<file path="src/design/slerp2d_delay.sv">
// slerp2d_delay: side-band word delay line with travelling valid bits.
// Depends on nothing; used by the top level to match unit latencies.
module slerp2d_delay #(
  parameter int WIDTH = 8,
  parameter int DEPTH = 4
) (
  input  logic             clk_i,
  input  logic             rst_ni,
  input  logic             en_i,
  input  logic             valid_i,
  input  logic [WIDTH-1:0] data_i,
  output logic             valid_o,
  output logic [WIDTH-1:0] data_o
);

  logic [WIDTH-1:0] data_q  [DEPTH];
  logic             valid_q [DEPTH];

  for (genvar i = 0; i < DEPTH; i++) begin : g_tap
    logic [WIDTH-1:0] dp;
    logic             vp;
    if (i == 0) begin : g_first
      assign dp = data_i;
      assign vp = valid_i;
    end else begin : g_next
      assign dp = data_q[i-1];
      assign vp = valid_q[i-1];
    end

    always_ff @(posedge clk_i or negedge rst_ni) begin
      if (!rst_ni) begin
        valid_q[i] <= 1'b0;
      end else if (en_i) begin
        valid_q[i] <= vp;
      end
    end

    always_ff @(posedge clk_i) begin
      if (en_i) begin
        data_q[i] <= dp;
      end
    end
  end

  assign valid_o = valid_q[DEPTH-1];
  assign data_o  = data_q[DEPTH-1];

endmodule

</file>
<file path="config.mk">
export PLATFORM = sky130hd
export DESIGN_NAME = slerp2d_delay
export DESIGN_NICKNAME = d
export VERILOG_FILES = /design/src/design/slerp2d_delay.sv
export SDC_FILE = /design/constraint.sdc
export NUM_CORES = 1
export LEC_CHECK = 0
export BUFFER_PORTS_ARGS = -buffer_cell sky130_fd_sc_hd__buf_2
export CAP_MARGIN = 20
export CELL_PAD_IN_SITES_DETAIL_PLACEMENT = 2
export CELL_PAD_IN_SITES_GLOBAL_PLACEMENT = 2
export CORE_UTILIZATION = 36
export CTS_CLUSTER_SIZE = 8
export DETAILED_ROUTE_END_ITERATION = 16
export MAX_ROUTING_LAYER = met4
export PLACE_DENSITY = 0.68
export SETUP_SLACK_MARGIN = 0.4
export SYNTH_ARGS = -nofsm -noshare
export SYNTH_HDL_FRONTEND = slang
export SYNTH_SLANG_ARGS = --single-unit
</file>
<file path="constraint.sdc">
create_clock -name clk_i -period 0.8 [get_ports clk_i]
set_input_delay 0.12 -clock clk_i [delete_from_list [all_inputs] [get_ports clk_i]]
set_output_delay 0.12 -clock clk_i [all_outputs]
set_load 0.1 [all_outputs]
</file>
==> results of run 1 <==
-- metal layers --
metal	share of wire	track usage	vias up	wire length (um)
li1	-	-	219	-
met1	0.39	0.1263	232	605
met2	0.53	0.1910	22	818
met3	0.071	0.06122	4	111
met4	0.011	0.07317	0	17
met5	0	-	-	0
-- synth_stat cells --
master	instances
edfxtp_1	32
dfrtp_1	4
mux2_2	4
-- repair_timing --
item / in CTS / in global routing
gates cloned: 1 / 0
resized for setup: 6 / 0
hold endpoints to repair: 12 / 8
endpoints found under the setup margin: 67 / 37
-- stage by stage --
stage	cell area (um^2)	utilization	hold slack (ns)	setup slack, ns	power, uW
global route	1511	0.5343	-0.06633	-0.3634	3826
global placement	1411	0.4989	-0.07407	-0.04609	2827
finish	1511	0.5343	-0.03362	-0.3151	3667
detailed placement	1411	0.4989	-0.07261	-0.07634	2854
CTS	1511	0.5343	-0.05514	-0.3422	3733
floorplan	1110	-	-0.1756	-0.2240	2587
-- how the worst min path moves through the flow --
stage,depth (start not counted),slack (ns),to
6_report,1,-0.03,data_q[0][3]
3_3_place_gp,1,-0.07,valid_o
3_5_place_dp,1,-0.07,g_tap[2].vp
4_1_cts,1,-0.06,data_q[0][3]
2_1_floorplan,0,-0.18,g_tap[1].vp
5_1_grt,1,-0.07,data_q[0][3]
-- sequential cells by signal (all words and copies together) (netlist names) --
| name | flops |
|---|---|
| g_tap.vp | 3 |
| data_q | 32 |
| valid_o | 1 |
-- cell usage in the layout (no fill, tap or decap) --
cell / count
buf_12: 10
buf_16: 1
buf_2: 10
buf_4: 1
buf_6: 1
clkbuf_4: 5
clkinv_1: 2
dfrtp_1: 3
dfrtp_4: 1
dlygate4sd3_1: 1
edfxtp_1: 32
mux2_2: 1
mux2_4: 3
-- area by class of cell --
type / instances / area, um^2 / area share
sequential: 36 / 1065 / 0.7045
timing repair buffer: 24 / 306.5 / 0.2028
multi-input combinational: 4 / 56.30 / 0.03725
tap: 31 / 38.79 / 0.02566
clock buffer: 5 / 37.54 / 0.02483
clock inverter: 2 / 7.507 / 0.004967
-- kinds of logic after synthesis --
logic type,Yosys count,synth area share
multiplexers,4,0.04072
flip-flops,36,0.9593
-- power by group through the flow --
stage,Clock (uW),Combinational [uW],Sequential (uW)
finish,820,559,2290
global placement,0,513,2310
floorplan,0,33.7,2550
global route,944,576,2310
CTS,878,565,2290
detailed placement,0,524,2330
==> flow_summary_export.csv, run 1 <==
group,metric,value,unit
cts,insertion_delay,0.32,ns
logic_synthesis,syn_avg_cell_area,27.65,um^2
worst_setup_path,critPathMaxStageDelay,0.50,ns
worst_setup_path,crit_path_top_delay_cell,"dfrtp_4",
die,start_util,0.3910,
timing,holdWs,-0.03362,ns
finish,nFillCells,243,
die,num_io_pins,21,
finish,final_cells,102,
hold_path,hold_start,"data_i[3]",
timing,hold_violations,8,
routing,avgRoutedWirePerCell,15.23,um
worst_setup_path,worstSetupStartpointType,"flop",
logic_synthesis,syn_inst,40,
power,switching_share,0.2500,
cts,clk_path_buf_depth,2,
timing,min_period,1.115,ns
power,p_switching,916.8,uW
global_route,grt_max_degree,14,
finish,antennaDiodeCount,0,
cts,ctsHoldBuffers,1,
die,die_h,57.43,um
global_route,antenna_found_initial,0,
placement,dp.cells,93,
die,core_area,0.002829,mm^2
die,die_x,57.43,um
worst_setup_path,worst_ep_required_time,0.68,ns
timing,fmax,896.8,MHz
timing,tns,-2.451,ns
cts,cts_setup_buffers,0,
cts,cts_tree,"built",
finish,area_growth,36.65,%
timing,rsz0062_at_grt,"yes",
worst_setup_path,crit_path_start,"valid_o",
worst_setup_path,rr_endpoint,"valid_o",
worst_setup_path,crit_chain,"buf_12",
timing,finalWorstSetupSlack,-0.3151,ns
global_route,grtUsageTotal,0.1238,
power,peakVddDrop,0.001234,V
timing,report.final.slew_viol_count,0,
routing,ant_nets,0,
placement,io_buffers,20,
worst_setup_path,cp-endpoint,"valid_o",
logic_synthesis,synth-warning-count,0,
routing,routed_wl,1553,um
cts,cts_num_sinks,36,
job,maxCapViolCount,0,
power,pwr-share-comb,0.153,
logic_synthesis,synth_area,0.001106,mm^2
logic_synthesis,ys_seq_area_frac,0.9593,
global_route,first_global_vias,520,
finish,drive_gt1_frac,0.4648,
worst_setup_path,crit_family,"flip-flops",
worst_setup_path,crit_buf_inv,1,
routing,vias,477,
timing,finalCritPeriodShare,1.394,
worst_setup_path,critPathArrivalTime,1.00,ns
power,p_leak,0.0005749,uW
worst_setup_path,worst-r2r-cell-count,1,
timing,max-slew-margin-rel,0.9071,
logic_synthesis,ys_top_cells_by_area,"edfxtp_1, dfrtp_1, mux2_2",
logic_synthesis,synth.distinct_cells,3,
placement,dp_hpwl,1019,um
logic_synthesis,syn-num-nets,52,
worst_setup_path,critical_path_class,"flop to output port",
cts,numCtsBuffers,5,
logic_synthesis,yosys_register_bits,36,
placement,gp_congestion,0.5841,
worst_setup_path,r2r_setup_slack,-0.07,ns
run_status,status,"complete, but fails checks",
timing,finalSetupViolations,10,
worst_setup_path,path_depth,1,
timing,tightest_slew,0.1394,ns
routing,drcViolationCount,2,
power,power.density,2426,mW/mm^2
die,die_area,0.003298,mm^2
worst_setup_path,worst_setup_path_end_kind,"output port",
die,std_cell_rows,19,
cts,clkTransAtPathRegs,0.09,ns
cts,cts-root-buf,"clkbuf_4",
finish,nets,83,
worst_setup_path,path_max_fanout,2,
routing,drt-pass1-iter-count,9,
timing,clock_skew,0.004130,ns
routing,viasPerCell,4.676,
power,p_clk_frac,0.224,
power,power_frac_seq,0.624,
global_route,grt-ovfl-total,0,
hold_path,hp-class,"input port to flop",
global_route,grt_first_pass_wirelength,2649,um
logic_synthesis,synth_top_area_cell,"edfxtp_1",
run_status,violations,"DRC, hold timing, setup timing",
worst_setup_path,r2r_start,"valid_o",
cts,htreeDepth,2,
logic_synthesis,yosysTopAreaCellShare,0.8688,
power,intPower,2750,uW
routing,drt_iter0_markers,10,
(Power assumes the default switching activity.)
==> inputs of run 2 (changes only) <==
==> config.mk (replaced) <==
export PLATFORM = sky130hd
export DESIGN_NAME = slerp2d_delay
export DESIGN_NICKNAME = d
export VERILOG_FILES = /design/src/design/slerp2d_delay.sv
export SDC_FILE = /design/constraint.sdc
export NUM_CORES = 1
export LEC_CHECK = 0
export CAP_MARGIN = 20
export CELL_PAD_IN_SITES_DETAIL_PLACEMENT = 2
export CELL_PAD_IN_SITES_GLOBAL_PLACEMENT = 2
export CORE_UTILIZATION = 41
export CTS_CLUSTER_SIZE = 8
export DETAILED_ROUTE_END_ITERATION = 16
export DONT_BUFFER_PORTS = 1
export MAX_ROUTING_LAYER = met4
export PLACE_DENSITY = 0.67
export SETUP_SLACK_MARGIN = 0.4
export SYNTH_ARGS = -nofsm -noshare
export SYNTH_HDL_FRONTEND = slang
export SYNTH_SLANG_ARGS = --single-unit
==> run 2 against run 1 <==
The flow finishes with violations (hold timing, setup timing). Wire length grew 0.45%. Fmax shrank 1.2%. Sequential power is essentially flat. Die area shrank 12%. Count of clock-buffer cells in the layout is the same. Sequential share of layout area grew 4.3 points. Via count shrank 13%. Cell count shrank 14%. Largest power group unchanged.
==> flow_summary_export.csv, run 2 (synthesis results as in run 1) <==
group,metric,value,unit
run_status,status,"complete, but fails checks",
run_status,violations,"hold timing, setup timing",
power,p_leak,0.0005134,uW
routing,vias,414,
timing,holdWs,-0.1170,ns
worst_setup_path,critPathArrivalTime,1.01,ns
worst_setup_path,crit_buf_inv,1,
die,num_io_pins,21,
worst_setup_path,crit_path_start,"valid_o",
routing,routed_wl,1560,um
cts,cts_num_sinks,36,
finish,post-route-util,0.5650,
worst_setup_path,crit_path_top_delay_cell,"dfrtp_4",
placement,dp_hpwl,1060,um
worst_setup_path,worstSetupStartpointType,"flop",
cts,cts_setup_buffers,0,
cts,insertion_delay,0.32,ns
finish,final_common_cell,"edfxtp_1",
timing,finalWorstSetupSlack,-0.3283,ns
routing,viasPerCell,4.705,
placement,io_buffers,0,
finish,drive_gt1_frac,0.3793,
global_route,grt-ovfl-total,0,
worst_setup_path,path_depth,1,
placement,gp_congestion,0.5540,
finish,layout_common_cells,"edfxtp_1, buf_12, clkbuf_4",
worst_setup_path,worst_setup_path_end_kind,"output port",
die,die_area,0.002910,mm^2
cts,htreeDepth,2,
finish,largest_reg_flops,32,
worst_setup_path,r2r_setup_slack,-0.08,ns
worst_setup_path,path_max_fanout,2,
routing,avgRoutedWirePerCell,17.73,um
timing,rsz0062_at_grt,"yes",
cts,clk_path_buf_depth,2,
die,start_util,0.4385,
worst_setup_path,critical_path_class,"flop to output port",
power,power,3990,uW
routing,ant_nets,0,
global_route,grtUsageTotal,0.1421,
finish,area_growth,28.85,%
timing,max-slew-margin-rel,0.8810,
finish,antennaDiodeCount,0,
cts,numCtsBuffers,5,
global_route,grt_first_pass_wirelength,2332,um
timing,finalCritPeriodShare,1.410,
cts,cts_tree,"built",
timing,hold_violations,44,
finish,nets,69,
hold_path,hp-class,"input port to flop",
die,die_h,53.94,um
global_route,first_global_vias,444,
cts,ctsHoldBuffers,1,
timing,finalSetupViolations,10,
power,power.density,2800,mW/mm^2
cts,clkTransAtPathRegs,0.11,ns
power,peakVddDrop,0.001837,V
die,std_cell_rows,18,
job,maxCapViolCount,0,
die,core_area,0.002522,mm^2
cts,cts-root-buf,"clkbuf_4",
worst_setup_path,r2r_start,"valid_o",
routing,drcViolationCount,0,
routing,drt_iter0_markers,3,
die,die_x,53.94,um
timing,tightest_slew,0.1779,ns
worst_setup_path,crit_family,"flip-flops",
timing,clock_skew,0.007163,ns
timing,fmax,886.3,MHz
worst_setup_path,crit_chain,"buf_12",
global_route,antenna_found_initial,0,
worst_setup_path,rr_endpoint,"valid_o",
worst_setup_path,worst-r2r-cell-count,1,
global_route,grt_max_degree,37,
worst_setup_path,worst_ep_required_time,0.68,ns
placement,dp_slack,-0.04395,ns
timing,min_period,1.128,ns
timing,report.final.slew_viol_count,0,
worst_setup_path,critPathMaxStageDelay,0.51,ns
finish,nFillCells,202,
worst_setup_path,cp-endpoint,"valid_o",
finish,regMostFlops,"data_q",
routing,drt-pass1-iter-count,2,
## run 2: how the worst min path moves through the flow
stage               slack, ns      endpoint  cells past startpoint       from
global placement        -0.18   g_tap[3].vp                      0     rst_ni
floorplan               -0.18   g_tap[1].vp                      0     rst_ni
finish                  -0.12  data_q[0][5]                      0  data_i[5]
CTS                     -0.14  data_q[0][5]                      0  data_i[5]
global route            -0.15  data_q[0][5]                      0  data_i[5]
detailed placement      -0.18   g_tap[1].vp                      0     rst_ni
## run 2: area by class of cell
type,count,area [um^2],area share
clock inverters,3,42.54,0.02985
repair buffers,10,190.2,0.1334
multi-input cells,4,52.55,0.03687
well taps,30,37.54,0.02634
clock buffers,5,37.54,0.02634
flip-flops and latches,36,1065,0.7471
## run 2: layer usage
| metal | vias up | routed length [um] | global-route usage |
|---|---|---|---|
| met3 | 2 | 75 | 0.07345 |
| met2 | 17 | 794 | 0.1996 |
| met4 | 0 | 10 | 0.09211 |
| li1 | 193 | - | - |
| met1 | 202 | 679 | 0.1566 |
| met5 | - | 0 | - |
## run 2: repair_timing
item,in CTS,in global routing
endpoints found under the setup margin,37,37
endpoints found under the hold margin,48,44
gates resized for setup,5,0
## run 2: where the power goes
part	switching (uW)	leakage [uW]	total, uW	internal, uW
clock	578	0.0000412	1230	651
combinational	288	0.000113	462	173
sequential	77.0	0.000359	2300	2220
## run 2: stage by stage
step | area [um^2] | cells | hold slack [ns] | TNS, ns
floorplan | 1110 | 40 | -0.1756 | -2.013
global placement | 1315 | 79 | -0.1755 | -0.02809
CTS | 1425 | 88 | -0.1400 | -2.835
global route | 1425 | 88 | -0.1483 | -3.046
detailed placement | 1315 | 79 | -0.1755 | -0.05660
finish | 1425 | 88 | -0.1170 | -2.566
==> inputs of run 3 (changes only) <==
--- a/config.mk
+++ b/config.mk
@@ -5,15 +5,13 @@
 export SDC_FILE = /design/constraint.sdc
 export NUM_CORES = 1
 export LEC_CHECK = 0
-export CAP_MARGIN = 20
 export CELL_PAD_IN_SITES_DETAIL_PLACEMENT = 2
 export CELL_PAD_IN_SITES_GLOBAL_PLACEMENT = 2
-export CORE_UTILIZATION = 41
+export CORE_UTILIZATION = 40
 export CTS_CLUSTER_SIZE = 8
 export DETAILED_ROUTE_END_ITERATION = 16
 export DONT_BUFFER_PORTS = 1
-export MAX_ROUTING_LAYER = met4
-export PLACE_DENSITY = 0.67
+export PLACE_DENSITY = 0.66
 export SETUP_SLACK_MARGIN = 0.4
 export SYNTH_ARGS = -nofsm -noshare
 export SYNTH_HDL_FRONTEND = slang
==> run 3 against run 2 <==
The flow still finishes with violations (hold timing, setup timing). Sequential power about the same. Clock skew down 0.0048 ns. Via count up 1.4%. Register-to-register slack about the same. Critical endpoint unchanged. Largest power group unchanged. Highest routed layer unchanged.
==> flow_summary_export.csv, run 3 (synthesis results as in run 1) <==
group,metric,value,unit
cts,cts-root-buf,"clkbuf_4",
placement,dp_hpwl,823.1,um
routing,drcViolationCount,0,
placement,dp_slack,-0.03982,ns
global_route,grtUsageTotal,0.1205,
worst_setup_path,crit_path_start,"valid_o",
cts,htreeDepth,2,
cts,insertion_delay,0.33,ns
run_status,violations,"hold timing, setup timing",
cts,clk_path_buf_depth,2,
cts,numCtsBuffers,5,
global_route,grt-ovfl-total,0,
cts,ctsHoldBuffers,1,
timing,finalSetupViolations,10,
finish,final_cells,88,
run_status,status,"complete, but fails checks",
timing,rsz0062_at_grt,"yes",
placement,dp.cells,79,
timing,clock_skew,0.002346,ns
routing,viasPerCell,4.773,
timing,min_period,1.123,ns
finish,drive_gt1_frac,0.3621,
timing,fmax,890.3,MHz
routing,avgRoutedWirePerCell,15.38,um
global_route,first_global_vias,419,
routing,drt_iter0_markers,6,
die,die_x,54.59,um
finish,post-route-util,0.5600,
power,p_clk_frac,0.304,
finish,antennaDiodeCount,0,
job,maxCapViolCount,0,
global_route,grt_first_pass_wirelength,2118,um
power,intPower,3052,uW
worst_setup_path,crit_path_top_delay_cell,"dfrtp_4",
worst_setup_path,crit_buf_inv,1,
finish,final_common_cell,"edfxtp_1",
worst_setup_path,r2r_start,"valid_o",
routing,routed_wl,1353,um
cts,cts_tree,"built",
power,peakVddDrop,0.002041,V
placement,dpl-instance-area,0.001315,mm^2
worst_setup_path,worst_setup_path_end_kind,"output port",
finish,nets,69,
cts,clkTransAtPathRegs,0.10,ns
finish,area_growth,28.85,%
finish,layout_common_cells,"edfxtp_1, buf_12, clkbuf_4",
global_route,grt_max_degree,37,
worst_setup_path,crit_family,"flip-flops",
finish,design_area,0.001425,mm^2
die,die_area,0.002980,mm^2
hold_path,hold_start,"data_i[2]",
power,pwr-share-comb,0.117,
power,p_leak,0.0005188,uW
timing,finalWorstSetupSlack,-0.3232,ns
power,switching_share,0.2292,
timing,tightest_slew,0.1953,ns
power,power.density,2779,mW/mm^2
timing,finalCritPeriodShare,1.404,
die,num_io_pins,21,
finish,nFillCells,187,
power,power,3960,uW
routing,vias,420,
timing,report.final.slew_viol_count,0,
routing,ant_nets,0,
worst_setup_path,critPathMaxStageDelay,0.50,ns
timing,max-slew-margin-rel,0.8694,
die,die_h,54.59,um
power,p_switching,907.8,uW
power,power_frac_seq,0.579,
worst_setup_path,crit_chain,"buf_12",
placement,gp_congestion,0.6585,
worst_setup_path,path_max_fanout,2,
worst_setup_path,worst_ep_required_time,0.68,ns
timing,hold_violations,44,
placement,io_buffers,0,
timing,holdWs,-0.1242,ns
worst_setup_path,critPathArrivalTime,1.00,ns
die,core_area,0.002545,mm^2
routing,drt-pass1-iter-count,3,
worst_setup_path,critical_path_class,"flop to output port",
global_route,antenna_found_initial,0,
die,start_util,0.4346,
cts,cts_num_sinks,36,
finish,largest_reg_flops,32,
finish,regMostFlops,"data_q",
hold_path,hp-class,"input port to flop",
worst_setup_path,worstSetupStartpointType,"flop",
die,std_cell_rows,18,
run 3: cell types whose count changed in the layout (fill, tap and decap cells not counted):
cell and change:
clkinvlp_4 -1, mux2_2 -1, clkbuf_1 +1, mux2_4 +1
run 3: cell type report:
type / count / area [um^2] / share of cell area
timing repair buffer: 10 / 190.2 / 0.1334
clock inverter: 2 / 35.03 / 0.02458
sequential: 36 / 1065 / 0.7471
clock buffer: 6 / 41.29 / 0.02897
tap: 30 / 37.54 / 0.02634
multi-input combinational: 4 / 56.30 / 0.03951
run 3: metal layers:
metal,wire (um),up-vias,part of all wire,global-route usage
li1,-,192,-,-
met1,619,205,0.46,0.1471
met2,600,21,0.44,0.1566
met3,107,2,0.079,0.08333
met4,26,0,0.019,0.06410
met5,0,-,0,0
run 3: path summary, 6_finish.rpt:
path | depth (start not counted) | slack (ns) | endpoint
max | 1 | -0.32 | valid_o
min | 0 | -0.12 | data_q[0][2]
max reg2reg | 1 | -0.08 | valid_o
min reg2reg | 0 | 0.43 | data_q[2][3]
max in group asynchronous | 1 | 0.56 | valid_o
min in group asynchronous | 1 | 0.05 | valid_o
run 3: power groups by stage:
stage               sequential, uW  clock, uW  combinational, uW
detailed placement            2320          0                412
global placement              2310          0                409
CTS                           2290       1270                467
finish                        2290       1200                464
floorplan                     2550          0               33.7
global route                  2310       1340                476
run 3: timing repair:
action / 4_1_cts / 5_1_grt
setup buffers: 0 / 0
resized for setup: 6 / 0
endpoints found under the setup margin: 37 / 37
endpoints found under the hold margin: 48 / 44
run 3: stage by stage:
step,setup TNS (ns),hold slack (ns)
4_1_cts,-2.868,-0.1496
6_report,-2.572,-0.1242
5_1_grt,-3.048,-0.1535
2_1_floorplan,-2.013,-0.1756
3_5_place_dp,-0.04448,-0.1754
3_3_place_gp,-0.02710,-0.1755
